File: config.mk
export PLATFORM = sky130hd
export DESIGN_NAME = swap_slot_allocator_core
export DESIGN_NICKNAME = d
export VERILOG_FILES = /design/src/rtl/ssa_pkg.sv /design/src/rtl/ssa_queue.sv /design/src/rtl/ssa_engine.sv /design/src/rtl/swap_slot_allocator_core.sv
export SDC_FILE = /design/constraint.sdc
export NUM_CORES = 2
export LEC_CHECK = 0
export ABC_AREA = 1
export BUFFER_PORTS_ARGS = -buffer_cell sky130_fd_sc_hd__buf_2
export CORE_ASPECT_RATIO = 1.4
export CORE_MARGIN = 4
export CORE_UTILIZATION = 55
export DETAILED_ROUTE_END_ITERATION = 6
export PLACE_DENSITY = 0.71
export SYNTH_ARGS = -nofsm -noshare
export SYNTH_HDL_FRONTEND = slang
export SYNTH_SLANG_ARGS = --single-unit
File: constraint.sdc
create_clock -name clock -period 14.3 [get_ports clock]
set_clock_uncertainty 0.1 [all_clocks]
set_input_delay 0.715 -clock clock [delete_from_list [all_inputs] [get_ports clock]]
set_output_delay 0.715 -clock clock [all_outputs]
set_load 0.01 [all_outputs]
File: src/rtl/ssa_pkg.sv
// ----------------------------------------------------------------------------
// ssa_pkg
// Shared types and codes of the swap slot allocator: command format, status
// and sector operation codes, engine states and field widths.
// ----------------------------------------------------------------------------
`default_nettype none

package ssa_pkg;

   // field widths
   localparam int unsigned MODE_W    = 2;
   localparam int unsigned INDEX_W   = 10;
   localparam int unsigned COUNT_W   = 11;
   localparam int unsigned STATUS_W  = 2;
   localparam int unsigned SLOT_W    = 10;
   localparam int unsigned SECOP_W   = 2;
   localparam int unsigned SECTOR_W  = 13;

   // free map rows
   localparam int unsigned WORD_BITS = 32;
   localparam int unsigned BIT_W     = 5;

   // register port
   localparam int unsigned CSR_ADDR_W = 3;
   localparam int unsigned CSR_DATA_W = 32;
   localparam logic        REG_SLOT_COUNT = 1'b0;
   localparam logic [COUNT_W-1:0] SLOT_COUNT_RESET = 11'd1024;

   // request modes
   localparam logic [MODE_W-1:0] MODE_ALLOC  = 2'd0;
   localparam logic [MODE_W-1:0] MODE_SWAPIN = 2'd1;
   localparam logic [MODE_W-1:0] MODE_FREE   = 2'd2;

   // result status
   localparam logic [STATUS_W-1:0] STATUS_OK     = 2'd0;
   localparam logic [STATUS_W-1:0] STATUS_FULL   = 2'd1;
   localparam logic [STATUS_W-1:0] STATUS_BADIDX = 2'd2;

   // sector operations
   localparam logic [SECOP_W-1:0] SECOP_NONE  = 2'd0;
   localparam logic [SECOP_W-1:0] SECOP_WRITE = 2'd1;
   localparam logic [SECOP_W-1:0] SECOP_READ  = 2'd2;

   typedef enum logic [1:0] {
      CMD_ALLOC,
      CMD_SWAPIN,
      CMD_FREE
   } cmd_op_type;

   typedef struct packed {
      cmd_op_type          op;
      logic [INDEX_W-1:0]  index;
   } cmd_type;

   typedef enum logic [1:0] {
      ST_CLEAR,
      ST_IDLE,
      ST_LOOKUP
   } eng_state_type;

endpackage

`default_nettype wire

File: src/rtl/ssa_queue.sv
// ----------------------------------------------------------------------------
// ssa_queue
// Two-entry command queue between the request front end and the engine.
// ----------------------------------------------------------------------------
`default_nettype none

module ssa_queue import ssa_pkg::*; (
   input  wire logic    clock,
   input  wire logic    reset,
   input  wire logic    push,
   input  wire cmd_type push_data,
   output logic         full,
   input  wire logic    pop,
   output logic         pop_valid,
   output cmd_type      pop_data
);

   cmd_type     entry_ff [2];
   logic        wr_ptr_ff, wr_ptr_in;
   logic        rd_ptr_ff, rd_ptr_in;
   logic [1:0]  count_ff, count_in;

   assign pop_valid = (count_ff != 2'd0);
   assign full      = (count_ff == 2'd2);
   assign pop_data  = entry_ff[rd_ptr_ff];

   always_comb begin
      wr_ptr_in = wr_ptr_ff;
      rd_ptr_in = rd_ptr_ff;
      count_in  = count_ff;
      if (push) begin
         wr_ptr_in = ~wr_ptr_ff;
      end
      if (pop) begin
         rd_ptr_in = ~rd_ptr_ff;
      end
      if (push && !pop) begin
         count_in = count_ff + 2'd1;
      end else if (pop && !push) begin
         count_in = count_ff - 2'd1;
      end
   end

   always_ff @(posedge clock) begin
      if (reset) begin
         wr_ptr_ff <= 1'b0;
         rd_ptr_ff <= 1'b0;
         count_ff  <= 2'd0;
      end else begin
         wr_ptr_ff <= wr_ptr_in;
         rd_ptr_ff <= rd_ptr_in;
         count_ff  <= count_in;
      end
   end

   always_ff @(posedge clock) begin
      if (push) begin
         entry_ff[wr_ptr_ff] <= push_data;
      end
   end

endmodule

`default_nettype wire

File: src/rtl/ssa_engine.sv
// ----------------------------------------------------------------------------
// ssa_engine
// Back end: free map memory (one row of 32 slots per word), first-fit scan
// from a lowest-free-row hint, checked free, and the sector result emitter.
// ----------------------------------------------------------------------------
`default_nettype none

module ssa_engine import ssa_pkg::*; #(
   parameter int unsigned SLOTS            = 1024,
   parameter int unsigned SECTORS_PER_SLOT = 8
) (
   input  wire logic                 clock,
   input  wire logic                 reset,
   input  wire logic [COUNT_W-1:0]   slot_count,
   input  wire logic                 cmd_valid,
   input  wire cmd_type              cmd,
   output logic                      cmd_pop,
   output logic                      clearing,
   output logic                      rsp_valid,
   input  wire logic                 rsp_ready,
   output logic [STATUS_W-1:0]       rsp_status,
   output logic [SLOT_W-1:0]         rsp_slot,
   output logic [SECOP_W-1:0]        rsp_sector_op,
   output logic [SECTOR_W-1:0]       rsp_sector,
   output logic                      rsp_last
);

   localparam int unsigned ROWS   = (SLOTS + WORD_BITS - 1) / WORD_BITS;
   localparam int unsigned ROW_W  = (ROWS > 1) ? $clog2(ROWS) : 1;
   localparam int unsigned LEFT_W = (SECTORS_PER_SLOT > 1) ? $clog2(SECTORS_PER_SLOT) : 1;
   localparam logic [ROW_W-1:0]  LAST_ROW          = ROW_W'(ROWS - 1);
   localparam logic [LEFT_W-1:0] BEATS_AFTER_FIRST = LEFT_W'(SECTORS_PER_SLOT - 1);

   // free map: bit set means slot free
   logic [WORD_BITS-1:0] map_mem [ROWS];
   logic [WORD_BITS-1:0] rd_data_ff;

   eng_state_type        state_ff, state_in;
   logic [ROW_W-1:0]     row_ff, row_in;
   logic [ROW_W-1:0]     hint_ff, hint_in;
   cmd_type              cmd_ff, cmd_in;

   logic                 rd_en;
   logic [ROW_W-1:0]     rd_row;
   logic                 wr_en;
   logic [ROW_W-1:0]     wr_row;
   logic [WORD_BITS-1:0] wr_data;

   logic [COUNT_W-1:0]   active_n;
   logic [31:0]          active_n32;
   logic [31:0]          row_base;
   logic [WORD_BITS-1:0] act_mask;
   logic [WORD_BITS-1:0] masked;
   logic [BIT_W-1:0]     hit_bit;
   logic [31:0]          hit_slot32;
   logic [WORD_BITS-1:0] cleared_row;
   logic [31:0]          idx32;
   logic [BIT_W-1:0]     idx_bit;
   logic [WORD_BITS-1:0] set_row;
   logic                 scan_end;
   logic                 idx_ok;

   logic                 start;
   logic [STATUS_W-1:0]  st_status;
   logic [31:0]          st_slot32;
   logic [SECOP_W-1:0]   st_secop;
   logic                 st_multi;

   logic                 rsp_valid_ff, rsp_valid_in;
   logic [STATUS_W-1:0]  status_ff, status_in;
   logic [SLOT_W-1:0]    slot_ff, slot_in;
   logic [SECOP_W-1:0]   secop_ff, secop_in;
   logic [SECTOR_W-1:0]  sector_ff, sector_in;
   logic                 last_ff, last_in;
   logic [LEFT_W-1:0]    left_ff, left_in;

   assign clearing      = (state_ff == ST_CLEAR);
   assign rsp_valid     = rsp_valid_ff;
   assign rsp_status    = status_ff;
   assign rsp_slot      = slot_ff;
   assign rsp_sector_op = secop_ff;
   assign rsp_sector    = sector_ff;
   assign rsp_last      = last_ff;

   always_comb begin
      if (32'(slot_count) > SLOTS) begin
         active_n = COUNT_W'(SLOTS);
      end else begin
         active_n = slot_count;
      end
   end

   assign active_n32 = 32'(active_n);
   assign row_base   = 32'(row_ff) << BIT_W;
   assign scan_end   = (row_base + WORD_BITS >= active_n32);

   // slots of this row that lie below the active count
   always_comb begin
      if (active_n32 >= row_base + WORD_BITS) begin
         act_mask = '1;
      end else if (active_n32 <= row_base) begin
         act_mask = '0;
      end else begin
         act_mask = WORD_BITS'((32'(1) << (active_n32 - row_base)) - 32'(1));
      end
   end

   assign masked = rd_data_ff & act_mask;

   // lowest free bit
   always_comb begin
      hit_bit = '0;
      for (int b = WORD_BITS - 1; b >= 0; b--) begin
         if (masked[b]) begin
            hit_bit = BIT_W'(b);
         end
      end
   end

   assign hit_slot32  = row_base | 32'(hit_bit);
   assign cleared_row = rd_data_ff & ~(WORD_BITS'(1) << hit_bit);
   assign idx32       = 32'(cmd_ff.index);
   assign idx_bit     = cmd_ff.index[BIT_W-1:0];
   assign set_row     = rd_data_ff | (WORD_BITS'(1) << idx_bit);
   assign idx_ok      = (idx32 < active_n32) && !rd_data_ff[idx_bit];

   always_comb begin
      state_in  = state_ff;
      row_in    = row_ff;
      hint_in   = hint_ff;
      cmd_in    = cmd_ff;
      rd_en     = 1'b0;
      rd_row    = row_ff;
      wr_en     = 1'b0;
      wr_row    = row_ff;
      wr_data   = rd_data_ff;
      cmd_pop   = 1'b0;
      start     = 1'b0;
      st_status = STATUS_OK;
      st_slot32 = '0;
      st_secop  = SECOP_NONE;
      st_multi  = 1'b0;

      unique case (state_ff)
         ST_CLEAR: begin
            wr_en   = 1'b1;
            wr_data = '1;
            hint_in = '0;
            if (row_ff == LAST_ROW) begin
               row_in   = '0;
               state_in = ST_IDLE;
            end else begin
               row_in = row_ff + ROW_W'(1);
            end
         end

         ST_IDLE: begin
            if (cmd_valid && !rsp_valid_ff) begin
               cmd_pop = 1'b1;
               cmd_in  = cmd;
               rd_en   = 1'b1;
               if (cmd.op == CMD_ALLOC) begin
                  rd_row = hint_ff;
               end else begin
                  rd_row = ROW_W'(32'(cmd.index) >> BIT_W);
               end
               row_in   = rd_row;
               state_in = ST_LOOKUP;
            end
         end

         ST_LOOKUP: begin
            unique case (cmd_ff.op)
               CMD_ALLOC: begin
                  if (masked != '0) begin
                     wr_en     = 1'b1;
                     wr_data   = cleared_row;
                     start     = 1'b1;
                     st_status = STATUS_OK;
                     st_slot32 = hit_slot32;
                     st_secop  = SECOP_WRITE;
                     st_multi  = 1'b1;
                     if (cleared_row == '0 && hint_ff == row_ff && row_ff != LAST_ROW) begin
                        hint_in = row_ff + ROW_W'(1);
                     end
                     state_in = ST_IDLE;
                  end else if (scan_end) begin
                     start     = 1'b1;
                     st_status = STATUS_FULL;
                     state_in  = ST_IDLE;
                  end else begin
                     // advance to the next row; skip the hint past a full row
                     if (rd_data_ff == '0 && hint_ff == row_ff) begin
                        hint_in = row_ff + ROW_W'(1);
                     end
                     rd_en  = 1'b1;
                     rd_row = row_ff + ROW_W'(1);
                     row_in = rd_row;
                  end
               end

               CMD_SWAPIN, CMD_FREE: begin
                  start     = 1'b1;
                  st_slot32 = idx32;
                  state_in  = ST_IDLE;
                  if (!idx_ok) begin
                     st_status = STATUS_BADIDX;
                  end else begin
                     wr_en     = 1'b1;
                     wr_data   = set_row;
                     st_status = STATUS_OK;
                     if (row_ff < hint_ff) begin
                        hint_in = row_ff;
                     end
                     if (cmd_ff.op == CMD_SWAPIN) begin
                        st_secop = SECOP_READ;
                        st_multi = 1'b1;
                     end
                  end
               end

               default: begin
                  state_in = ST_IDLE;
               end
            endcase
         end

         default: begin
            state_in = ST_IDLE;
         end
      endcase
   end

   always_ff @(posedge clock) begin
      if (reset) begin
         state_ff <= ST_CLEAR;
         row_ff   <= '0;
         hint_ff  <= '0;
      end else begin
         state_ff <= state_in;
         row_ff   <= row_in;
         hint_ff  <= hint_in;
      end
   end

   always_ff @(posedge clock) begin
      cmd_ff <= cmd_in;
   end

   always_ff @(posedge clock) begin
      if (wr_en) begin
         map_mem[wr_row] <= wr_data;
      end
      if (rd_en) begin
         rd_data_ff <= map_mem[rd_row];
      end
   end

   // result emitter: one result per transfer, sectors counted up
   always_comb begin
      rsp_valid_in = rsp_valid_ff;
      status_in    = status_ff;
      slot_in      = slot_ff;
      secop_in     = secop_ff;
      sector_in    = sector_ff;
      last_in      = last_ff;
      left_in      = left_ff;
      if (start) begin
         rsp_valid_in = 1'b1;
         status_in    = st_status;
         slot_in      = SLOT_W'(st_slot32);
         secop_in     = st_secop;
         sector_in    = st_multi ? SECTOR_W'(st_slot32 * SECTORS_PER_SLOT) : '0;
         last_in      = st_multi ? (SECTORS_PER_SLOT == 1) : 1'b1;
         left_in      = BEATS_AFTER_FIRST;
      end else if (rsp_valid_ff && rsp_ready) begin
         if (last_ff) begin
            rsp_valid_in = 1'b0;
         end else begin
            sector_in = sector_ff + SECTOR_W'(1);
            left_in   = left_ff - LEFT_W'(1);
            last_in   = (left_ff == LEFT_W'(1));
         end
      end
   end

   always_ff @(posedge clock) begin
      if (reset) begin
         rsp_valid_ff <= 1'b0;
      end else begin
         rsp_valid_ff <= rsp_valid_in;
      end
   end

   always_ff @(posedge clock) begin
      status_ff <= status_in;
      slot_ff   <= slot_in;
      secop_ff  <= secop_in;
      sector_ff <= sector_in;
      last_ff   <= last_in;
      left_ff   <= left_in;
   end

endmodule

`default_nettype wire

File: src/rtl/swap_slot_allocator_core.sv
// Flow: with the engine idle, a request transfer passes the command queue to
//   the engine, where an allocate scans the free map one row of 32 slots per
//   cycle from the lowest-free-row hint; then one result per cycle while
//   rsp_ready is high. The engine drains each result train before its next
//   lookup, so it takes no new command from the queue until every result of
//   the last one has been taken.
// Reset: the free map is set to all free by a pass over its ceil(SLOTS/32)
//   rows (32 at the defaults); req_ready stays low until it ends.
// ----------------------------------------------------------------------------
// swap_slot_allocator_core
// First-fit swap slot allocator: request front end, command queue, engine
// and register port.
// ----------------------------------------------------------------------------
`default_nettype none

module swap_slot_allocator_core import ssa_pkg::*; #(
   parameter int unsigned SLOTS            = 1024,
   parameter int unsigned SECTORS_PER_SLOT = 8
) (
   input  wire logic                    clock,
   input  wire logic                    reset,

   input  wire logic                    req_valid,
   output logic                         req_ready,
   input  wire logic [MODE_W-1:0]       req_mode,
   input  wire logic [INDEX_W-1:0]      req_slot_index,

   output logic                         rsp_valid,
   input  wire logic                    rsp_ready,
   output logic [STATUS_W-1:0]          rsp_status,
   output logic [SLOT_W-1:0]            rsp_slot,
   output logic [SECOP_W-1:0]           rsp_sector_op,
   output logic [SECTOR_W-1:0]          rsp_sector,
   output logic                         rsp_last,

   input  wire logic                    csr_psel,
   input  wire logic                    csr_penable,
   input  wire logic                    csr_pwrite,
   input  wire logic [CSR_ADDR_W-1:0]   csr_paddr,
   input  wire logic [CSR_DATA_W-1:0]   csr_pwdata,
   output logic [CSR_DATA_W-1:0]        csr_prdata,
   output logic                         csr_pready
);

   logic [COUNT_W-1:0] slot_count_ff, slot_count_in;
   logic               csr_hit;

   logic               q_full;
   logic               q_push;
   cmd_type            q_push_data;
   logic               q_pop;
   logic               q_pop_valid;
   cmd_type            q_pop_data;
   logic               clearing;
   logic               req_xfer;

   // register port
   assign csr_pready = 1'b1;
   assign csr_hit    = (csr_paddr[CSR_ADDR_W-1:2] == REG_SLOT_COUNT);

   always_comb begin
      slot_count_in = slot_count_ff;
      if (csr_psel && csr_penable && csr_pwrite && csr_hit) begin
         slot_count_in = csr_pwdata[COUNT_W-1:0];
      end
   end

   always_comb begin
      if (csr_hit) begin
         csr_prdata = CSR_DATA_W'(slot_count_ff);
      end else begin
         csr_prdata = '0;
      end
   end

   always_ff @(posedge clock) begin
      if (reset) begin
         slot_count_ff <= SLOT_COUNT_RESET;
      end else begin
         slot_count_ff <= slot_count_in;
      end
   end

   // front end: classify the request, drop the unused mode
   assign req_ready = !q_full && !clearing;
   assign req_xfer  = req_valid && req_ready;

   always_comb begin
      q_push            = 1'b0;
      q_push_data.index = req_slot_index;
      q_push_data.op    = CMD_ALLOC;
      unique case (req_mode)
         MODE_ALLOC: begin
            q_push         = req_xfer;
            q_push_data.op = CMD_ALLOC;
         end
         MODE_SWAPIN: begin
            q_push         = req_xfer;
            q_push_data.op = CMD_SWAPIN;
         end
         MODE_FREE: begin
            q_push         = req_xfer;
            q_push_data.op = CMD_FREE;
         end
         default: begin
            q_push = 1'b0;
         end
      endcase
   end

   ssa_queue u_queue (
      .clock     (clock),
      .reset     (reset),
      .push      (q_push),
      .push_data (q_push_data),
      .full      (q_full),
      .pop       (q_pop),
      .pop_valid (q_pop_valid),
      .pop_data  (q_pop_data)
   );

   ssa_engine #(
      .SLOTS            (SLOTS),
      .SECTORS_PER_SLOT (SECTORS_PER_SLOT)
   ) u_engine (
      .clock         (clock),
      .reset         (reset),
      .slot_count    (slot_count_ff),
      .cmd_valid     (q_pop_valid),
      .cmd           (q_pop_data),
      .cmd_pop       (q_pop),
      .clearing      (clearing),
      .rsp_valid     (rsp_valid),
      .rsp_ready     (rsp_ready),
      .rsp_status    (rsp_status),
      .rsp_slot      (rsp_slot),
      .rsp_sector_op (rsp_sector_op),
      .rsp_sector    (rsp_sector),
      .rsp_last      (rsp_last)
   );

endmodule

`default_nettype wire

Word-level counts from Yosys, hierarchy flattened
Memories as Yosys holds them, arrays and structs flattened. A register that Yosys moved wholly into a read port is not among the register bits.
Index checks and enable logic that the tools add are counted.
Widths: inputs -> output; s select.
{"block": "op_classes", "addsub": 8, "n_eq_ne": 21, "n_div": 0, "n_mux": 114, "shift": 3, "n_bitwise": 9, "mul": 0, "order_cmp": 7, "reduce_logical": 40}
{"op": "$mux 5", "count": 44}
{"op": "$mux 32", "count": 4}
{"op": "$pmux 32 s2", "count": 2}
{"op": "$and 32x32->32", "count": 2}
{"op": "$logic_not 32->1", "count": 2}
{"op": "$shl 1x5->32 const A", "count": 2}
{"op": "$mux 13", "count": 4}
{"op": "$ge 11x32->1", "count": 1}
{"op": "$ge 32x11->1", "count": 1}
{"op": "$not 32->32", "count": 1}
{"op": "$or 32x32->32", "count": 1}
{"op": "$reduce_bool 32->1", "count": 1}
{"op": "$shl 1x32->32 const A", "count": 1}
{"op": "$sub 32x2->32 const B", "count": 1}
{"op": "$mux 1", "count": 30}
{"op": "$pmux 5 s2", "count": 3}
{"op": "$mux 11", "count": 2}
{"op": "$mux 2", "count": 11}
{"op": "$mux 10", "count": 2}
{"op": "$pmux 10 s2", "count": 1}
{"op": "$pmux 5 s3", "count": 1}
{"op": "$add 13x1->13 const B", "count": 1}
{"op": "$logic_and 1x1->1", "count": 13}
{"op": "$pmux 2 s2", "count": 3}
{"op": "other kinds (35)", "count": 68}
{"block": "totals", "ff_bits": 71, "mem_bits_rw": 1048, "latch_bits": 0, "word_cells": 220, "mem_bits_ro": 0, "n_memories": 2, "inputBits": 54}
{"name": "u_engine.map_mem", "words": 32, "word_bits": 32, "read_ports": 1, "rd_ports_with_merged_regs": 1, "wr": 1, "line": "ssa_engine.sv:35", "text": "logic [WORD_BITS-1:0] map_mem [ROWS];"}
{"name": "u_queue.entry_ff", "words": 2, "word_bits": 12, "read_ports": 1, "rd_ports_with_merged_regs": 1, "wr": 1, "line": "ssa_queue.sv:18", "text": "cmd_type entry_ff [2];"}

Longest topological paths before layout
{"block": "logic_depth", "depth_word": 50, "depth_mapped": 70}

By module
A second synthesis with hierarchy kept.
{"block": "hier_totals", "hier_cells": 4230, "hier_area_um2": 50930.1}
{"module": "ssa_engine", "area_per_inst_um2": 49028.3, "cells_each": 4032, "n_inst": 1, "seq_area_each_um2": 33231.9}
{"module": "ssa_queue", "area_per_inst_um2": 1131.1, "cells_each": 70, "n_inst": 1, "seq_area_each_um2": 820.8}
{"module": "swap_slot_allocator_core", "area_per_inst_um2": 770.7, "cells_each": 128, "n_inst": 1, "seq_area_each_um2": 220.2}

Least setup slack after synthesis
OpenSTA, ideal clock, no wires.
{"block": "synth_timing", "kind": "register to register", "startpoint": "register slot_count_ff[2]", "endpoint": "memory u_engine.map_mem[0][16], data pin", "path_slack_ns": 7.319, "path_stages_with_launch": 62, "arrival_time_ns": 6.427, "synth_period_minus_slack_ns": 6.981, "cell_sequence": "dfxtp_1 -> nor2_1 -> nand4_1 -> nor2_2 -> o21ai_0 -> ha_1 -> fa_1 -> o21ai_0 -> nor2_1 -> nand2_1 -> inv_1 -> nand3_2 -> nor2_4 -> nand3_1 -> nor3_1 -> nand2_1 -> ha_1 -> inv_1 -> [... 26 more ...] -> nand2_1 -> nand2_1 -> nand2_1 -> nand2_1 -> nand2_1 -> nand2_1 -> nand2_1 -> nand2_1 -> nand2_1 -> nand2_1 -> nand2_1 -> nand2_1 -> nand2_2 -> nand4_1 -> o21ai_0 -> o211ai_1 -> o21ai_0 -> o21ai_0"}
{"block": "synth_between", "elab_chain_len": 46}
{"item": "from (decl)", "line": "swap_slot_allocator_core.sv:45", "text": "logic [COUNT_W-1:0] slot_count_ff, slot_count_in;"}
{"item": "from (signal assigned)", "line": "swap_slot_allocator_core.sv:80", "text": "slot_count_ff <= slot_count_in;"}
{"item": "$gt 11x11->1", "line": "ssa_engine.sv:86", "text": "if (32'(slot_count) > SLOTS) begin"}
{"item": "$mux 11 (*)", "line": "ssa_engine.sv:86"}
{"item": "$sub 11x10->12", "line": "ssa_engine.sv:104", "text": "act_mask = WORD_BITS'((32'(1) << (active_n32 - row_base)) - 32'(1));"}
{"item": "$shl 1x32->32", "line": "ssa_engine.sv:104"}
{"item": "$sub 32x2->32", "line": "ssa_engine.sv:104"}
{"item": "$mux 32", "line": "ssa_engine.sv:101", "text": "end else if (active_n32 <= row_base) begin"}
{"item": "$mux 32", "line": "ssa_engine.sv:99", "text": "if (active_n32 >= row_base + WORD_BITS) begin"}
{"item": "$and 32x32->32", "line": "ssa_engine.sv:108", "text": "assign masked = rd_data_ff & act_mask;"}
{"item": "$mux 5 (32 in series)", "line": "ssa_engine.sv:114", "text": "if (masked[b]) begin"}
{"item": "$shl 1x5->32", "line": "ssa_engine.sv:121", "text": "assign cleared_row = rd_data_ff & ~(WORD_BITS'(1) << hit_bit);"}
{"item": "$not 32->32", "line": "ssa_engine.sv:121"}
{"item": "$and 32x32->32", "line": "ssa_engine.sv:121"}
{"item": "$mux 32", "line": "ssa_engine.sv:175", "text": "if (masked != '0) begin"}
{"item": "$pmux 32 s2 (*)", "line": "ssa_engine.sv:173", "text": "unique case (cmd_ff.op)"}
{"item": "$pmux 32 s2 (*)", "line": "ssa_engine.sv:144", "text": "unique case (state_ff)"}
{"item": "via u_engine.wr_data[16]", "line": "ssa_engine.sv:47", "text": "logic [WORD_BITS-1:0] wr_data;"}
{"item": "to (decl)", "line": "ssa_engine.sv:35"}
Mark *: on every way through the listed nets, which the timed path passes. The rest lies on a longest branch.

Final worst setup path
{"block": "layout_timing", "startpoint": "register slot_count_ff[3]", "endpoint": "register u_engine.rd_data_ff[14] (read register of u_engine.map_mem), data pin"}
{"block": "layout_between", "elab_chain_len": 12}
{"item": "$gt 11x11->1", "line": "ssa_engine.sv:86"}
{"item": "$mux 11 (*)", "line": "ssa_engine.sv:86"}
{"item": "$sub 11x10->12", "line": "ssa_engine.sv:104"}
{"item": "$shl 1x32->32", "line": "ssa_engine.sv:104"}
{"item": "$sub 32x2->32", "line": "ssa_engine.sv:104"}
{"item": "$mux 32", "line": "ssa_engine.sv:101"}
{"item": "$mux 32", "line": "ssa_engine.sv:99"}
{"item": "$and 32x32->32", "line": "ssa_engine.sv:108"}
{"item": "$reduce_bool 32->1", "line": "ssa_engine.sv:175"}
{"item": "$mux 5 / $mux 1 (equally long branches)"}
{"item": "$mux 5 / $mux 1 (equally long branches)", "line": "ssa_engine.sv:173"}
{"item": "$pmux 5 s2 / $pmux 1 s2 (equally long branches)", "line": "ssa_engine.sv:144"}
{"item": "to (decl)", "line": "ssa_engine.sv:36", "text": "logic [WORD_BITS-1:0] rd_data_ff;"}
Every way passes the cells marked *; elsewhere a longest branch is shown, timed or not.
A chain may end at the register's enable or synchronous reset.

==> metrics <==
outcome=finished clean; required time of the worst setup path=14,610 ps; commonest non-fill, non-tap cell in the layout=edfxtp_1; EDFF count, synth=1,120; Seq cells post-synth=1,152; Tot Pwr=9.97 mW; via count=35,200; via/cell ratio=6.44; PwrDens=179 nW/um2; leakage=17.9 nW; setup TNS=0 ps; GP Congestion=0.981; core footprint=91,300 um2; row count=131; Most used DFF post-synth=edfxtp_1; final worst path period share=64.1%; Die Span Y=367 um; antenna violation net count after detailed routing=0; wire per inst=25.6 um; Total GRT Usage=27.9%; critical path class=register to register; CTS Buf Count=103; worst slew pin tran=1260 ps; CTS Hold Bufs=0; CTS clk-pin slew, worst paths=70 ps; Peak Freq=109 MHz; post-route core utilization=61.0%; Post-synth ARST share=0%; critical path endpoint category=register; post-synthesis cell count=4,213; Initial Util=55.6%; first-pass GRT wire length=207,000 um; vias in the first global route=33,400; CP top delay family=simple AND/OR/NAND/NOR gates; Slew headroom=16.1%; Synth cell types=66; max-slew violation count=0; CP arrival=9480 ps; WL final=140,000 um; endpoints failing setup=0; pin count of the biggest net entering global routing=216; clock sinks=1,152; Critical Path Fanout Max=62; Detail Placement HPWL=74,600 um; Syn Std Cell Area=50,700 um2; most used cell, CP=nand2_1; CP max-delay cell=inv_4; CTS tree=built; worst skew pair latency=720 ps; IO Port Bufs=71; io pins=117; die area=97,200 um2; global route overflow=0; Iteration-0 DRC Markers=3,993; Max-Cap Viols=0; # diodes=0; unrepaired setup endpoints after global routing=false; post_cts resized=0; H-Tree Depth=3; min cycle time layout=9160 ps; Worst setup SP type=register; peak per-stage delay on the critical path=800 ps; setup bufs post-CTS=0; Syn. warnings=0; syn_area_per_cell=12.0 um2; IR drop worst, VDD=0.220 mV; DR DRC count=0; 1st-pass router iterations=6; Max Buffers Root-to-Sink=3; share of cells above drive strength 1=9.47%; Root Driver=clkbuf_16; Final Hold Viols=0; initial antenna violation count=1; Die W=265 um; register area share after synthesis=67.5%; synth-to-layout area growth=9.79%; Final #Nets=4,279; Hold Path Class=input port to register; # fillers=6,924; Critical path buffers and inverters=7; hold slack final=90.7 ps; most frequent cells in the layout=edfxtp_1 (1,120), nor2_1 (608), nand2_1 (386)
==> cell families after synthesis <==
family | share of synthesized area, %
AO/OA/AOI/OAI | 16.0
AND/OR/NAND/NOR | 10.8
flip-flops | 67.5
multiplexers | 0.150
adder cells (fa/ha/maj) | 1.10
XOR/XNOR | 0.207
buffers and inverters | 4.16
other | 0.0148
==> metal layers <==
layer | up-vias | share of wire [%] | GRT usage, %
met5 | - | 0 | 0
met4 | 0 | 5.5 | 14.1
met3 | 452 | 8.5 | 4.17
met2 | 1763 | 48 | 46.2
met1 | 17300 | 38 | 36.3
li1 | 15700 | - | -
==> report_power, final <==
group	internal (mW)	switching, mW	leakage [nW]
Clock	1.59	1.21	1.66
Combinational	0.909	2.20	6.44
Sequential	4.03	0.0412	9.76
==> worst reg2reg max path, delay by kind of cell (launching register included) <==
family          cells  cell delay, ps
compound gates      8            1140
buf+inv             7            2270
simple gates       29            4240
fa+ha+maj           2             750
flops               1             390
==> through the flow <==
stage / cells / worst slack (ps) / area, um2
after CTS: 5465 / 5190 / 55700
after global placement: 5273 / 5270 / 52300
final: 5465 / 5140 / 55700
after floorplan: 4233 / 7320 / 50800
after detailed placement: 5273 / 5230 / 52300
after global routing: 5465 / 4510 / 55700
==> final cells by class <==
cell class | instances | area, um2 | share of cell area [%]
clock inverters | 59 | 636 | 1.14
flip-flops and latches | 1152 | 34300 | 61.5
well taps | 1197 | 1500 | 2.69
multi-input cells | 2590 | 14800 | 26.6
clock buffers | 133 | 2770 | 4.98
repair buffers | 138 | 933 | 1.68
inverters | 196 | 756 | 1.36
==> cells in the mapped netlist, drive strengths merged, types with 4 or more instances <==
cell	n	area, um2
a21oi	132	661
inv	182	686
ha	43	538
nand2	390	1470
nor3	17	95.1
a311oi	32	280
o211ai	50	380
o21bai	228	1710
edfxtp	1120	33600
a221oi	4	35.0
nor4	9	62.6
a32oi	39	342
buf	114	691
o21ai	381	1920
and3	26	163
clkbuf	181	679
nor2	662	2590
clkinv	14	52.6
o31ai	4	43.8
dfxtp	32	641
a31oi	52	325
mux2	5	56.3
o221ai	239	2090
a41oi	4	35.0
o211a	6	60.1
nand4	48	307
nand3	140	716
o22ai	15	93.8
xor2	11	96.3
==> worst paths after layout <==
kind | startpoint | slack (ps) | endpoint | cells after the start
worst max-delay path | slot_count_ff[3]$_SDFFE_PP0P_ | 5140 | u_engine.rd_data_ff[14]$_DFFE_PP_ | 46
worst min-delay path | req_slot_index[6] | 90 | u_queue.entry_ff[0][6]$_DFFE_PP_ | 1
worst max register to register | slot_count_ff[3]$_SDFFE_PP0P_ | 5140 | u_engine.rd_data_ff[14]$_DFFE_PP_ | 46
worst min register to register | u_queue.rd_ptr_ff$_SDFFE_PP0P_ | 380 | u_queue.rd_ptr_ff$_SDFFE_PP0P_ | 2
==> registers in the layout, summed over array words and instances, names as in the netlist, named ones only <==
signal and flops:
u_engine.hint_ff 5, u_engine.rd_data_ff 32, u_queue.rd_ptr_ff 1, u_queue.wr_ptr_ff 1, slot_count_ff 11, u_queue.count_ff 2
u_engine.rsp_last 1, u_engine.state_ff 2, u_engine.map_mem 1024, u_engine.cmd_ff 12, u_engine.left_ff 3, u_engine.rsp_valid 1
u_engine.row_ff 5, u_engine.rsp_sector 13, u_queue.entry_ff 24, u_engine.rsp_slot 10, u_engine.rsp_sector_op 2, u_engine.rsp_status 2
(Power assumes the default switching activity.)
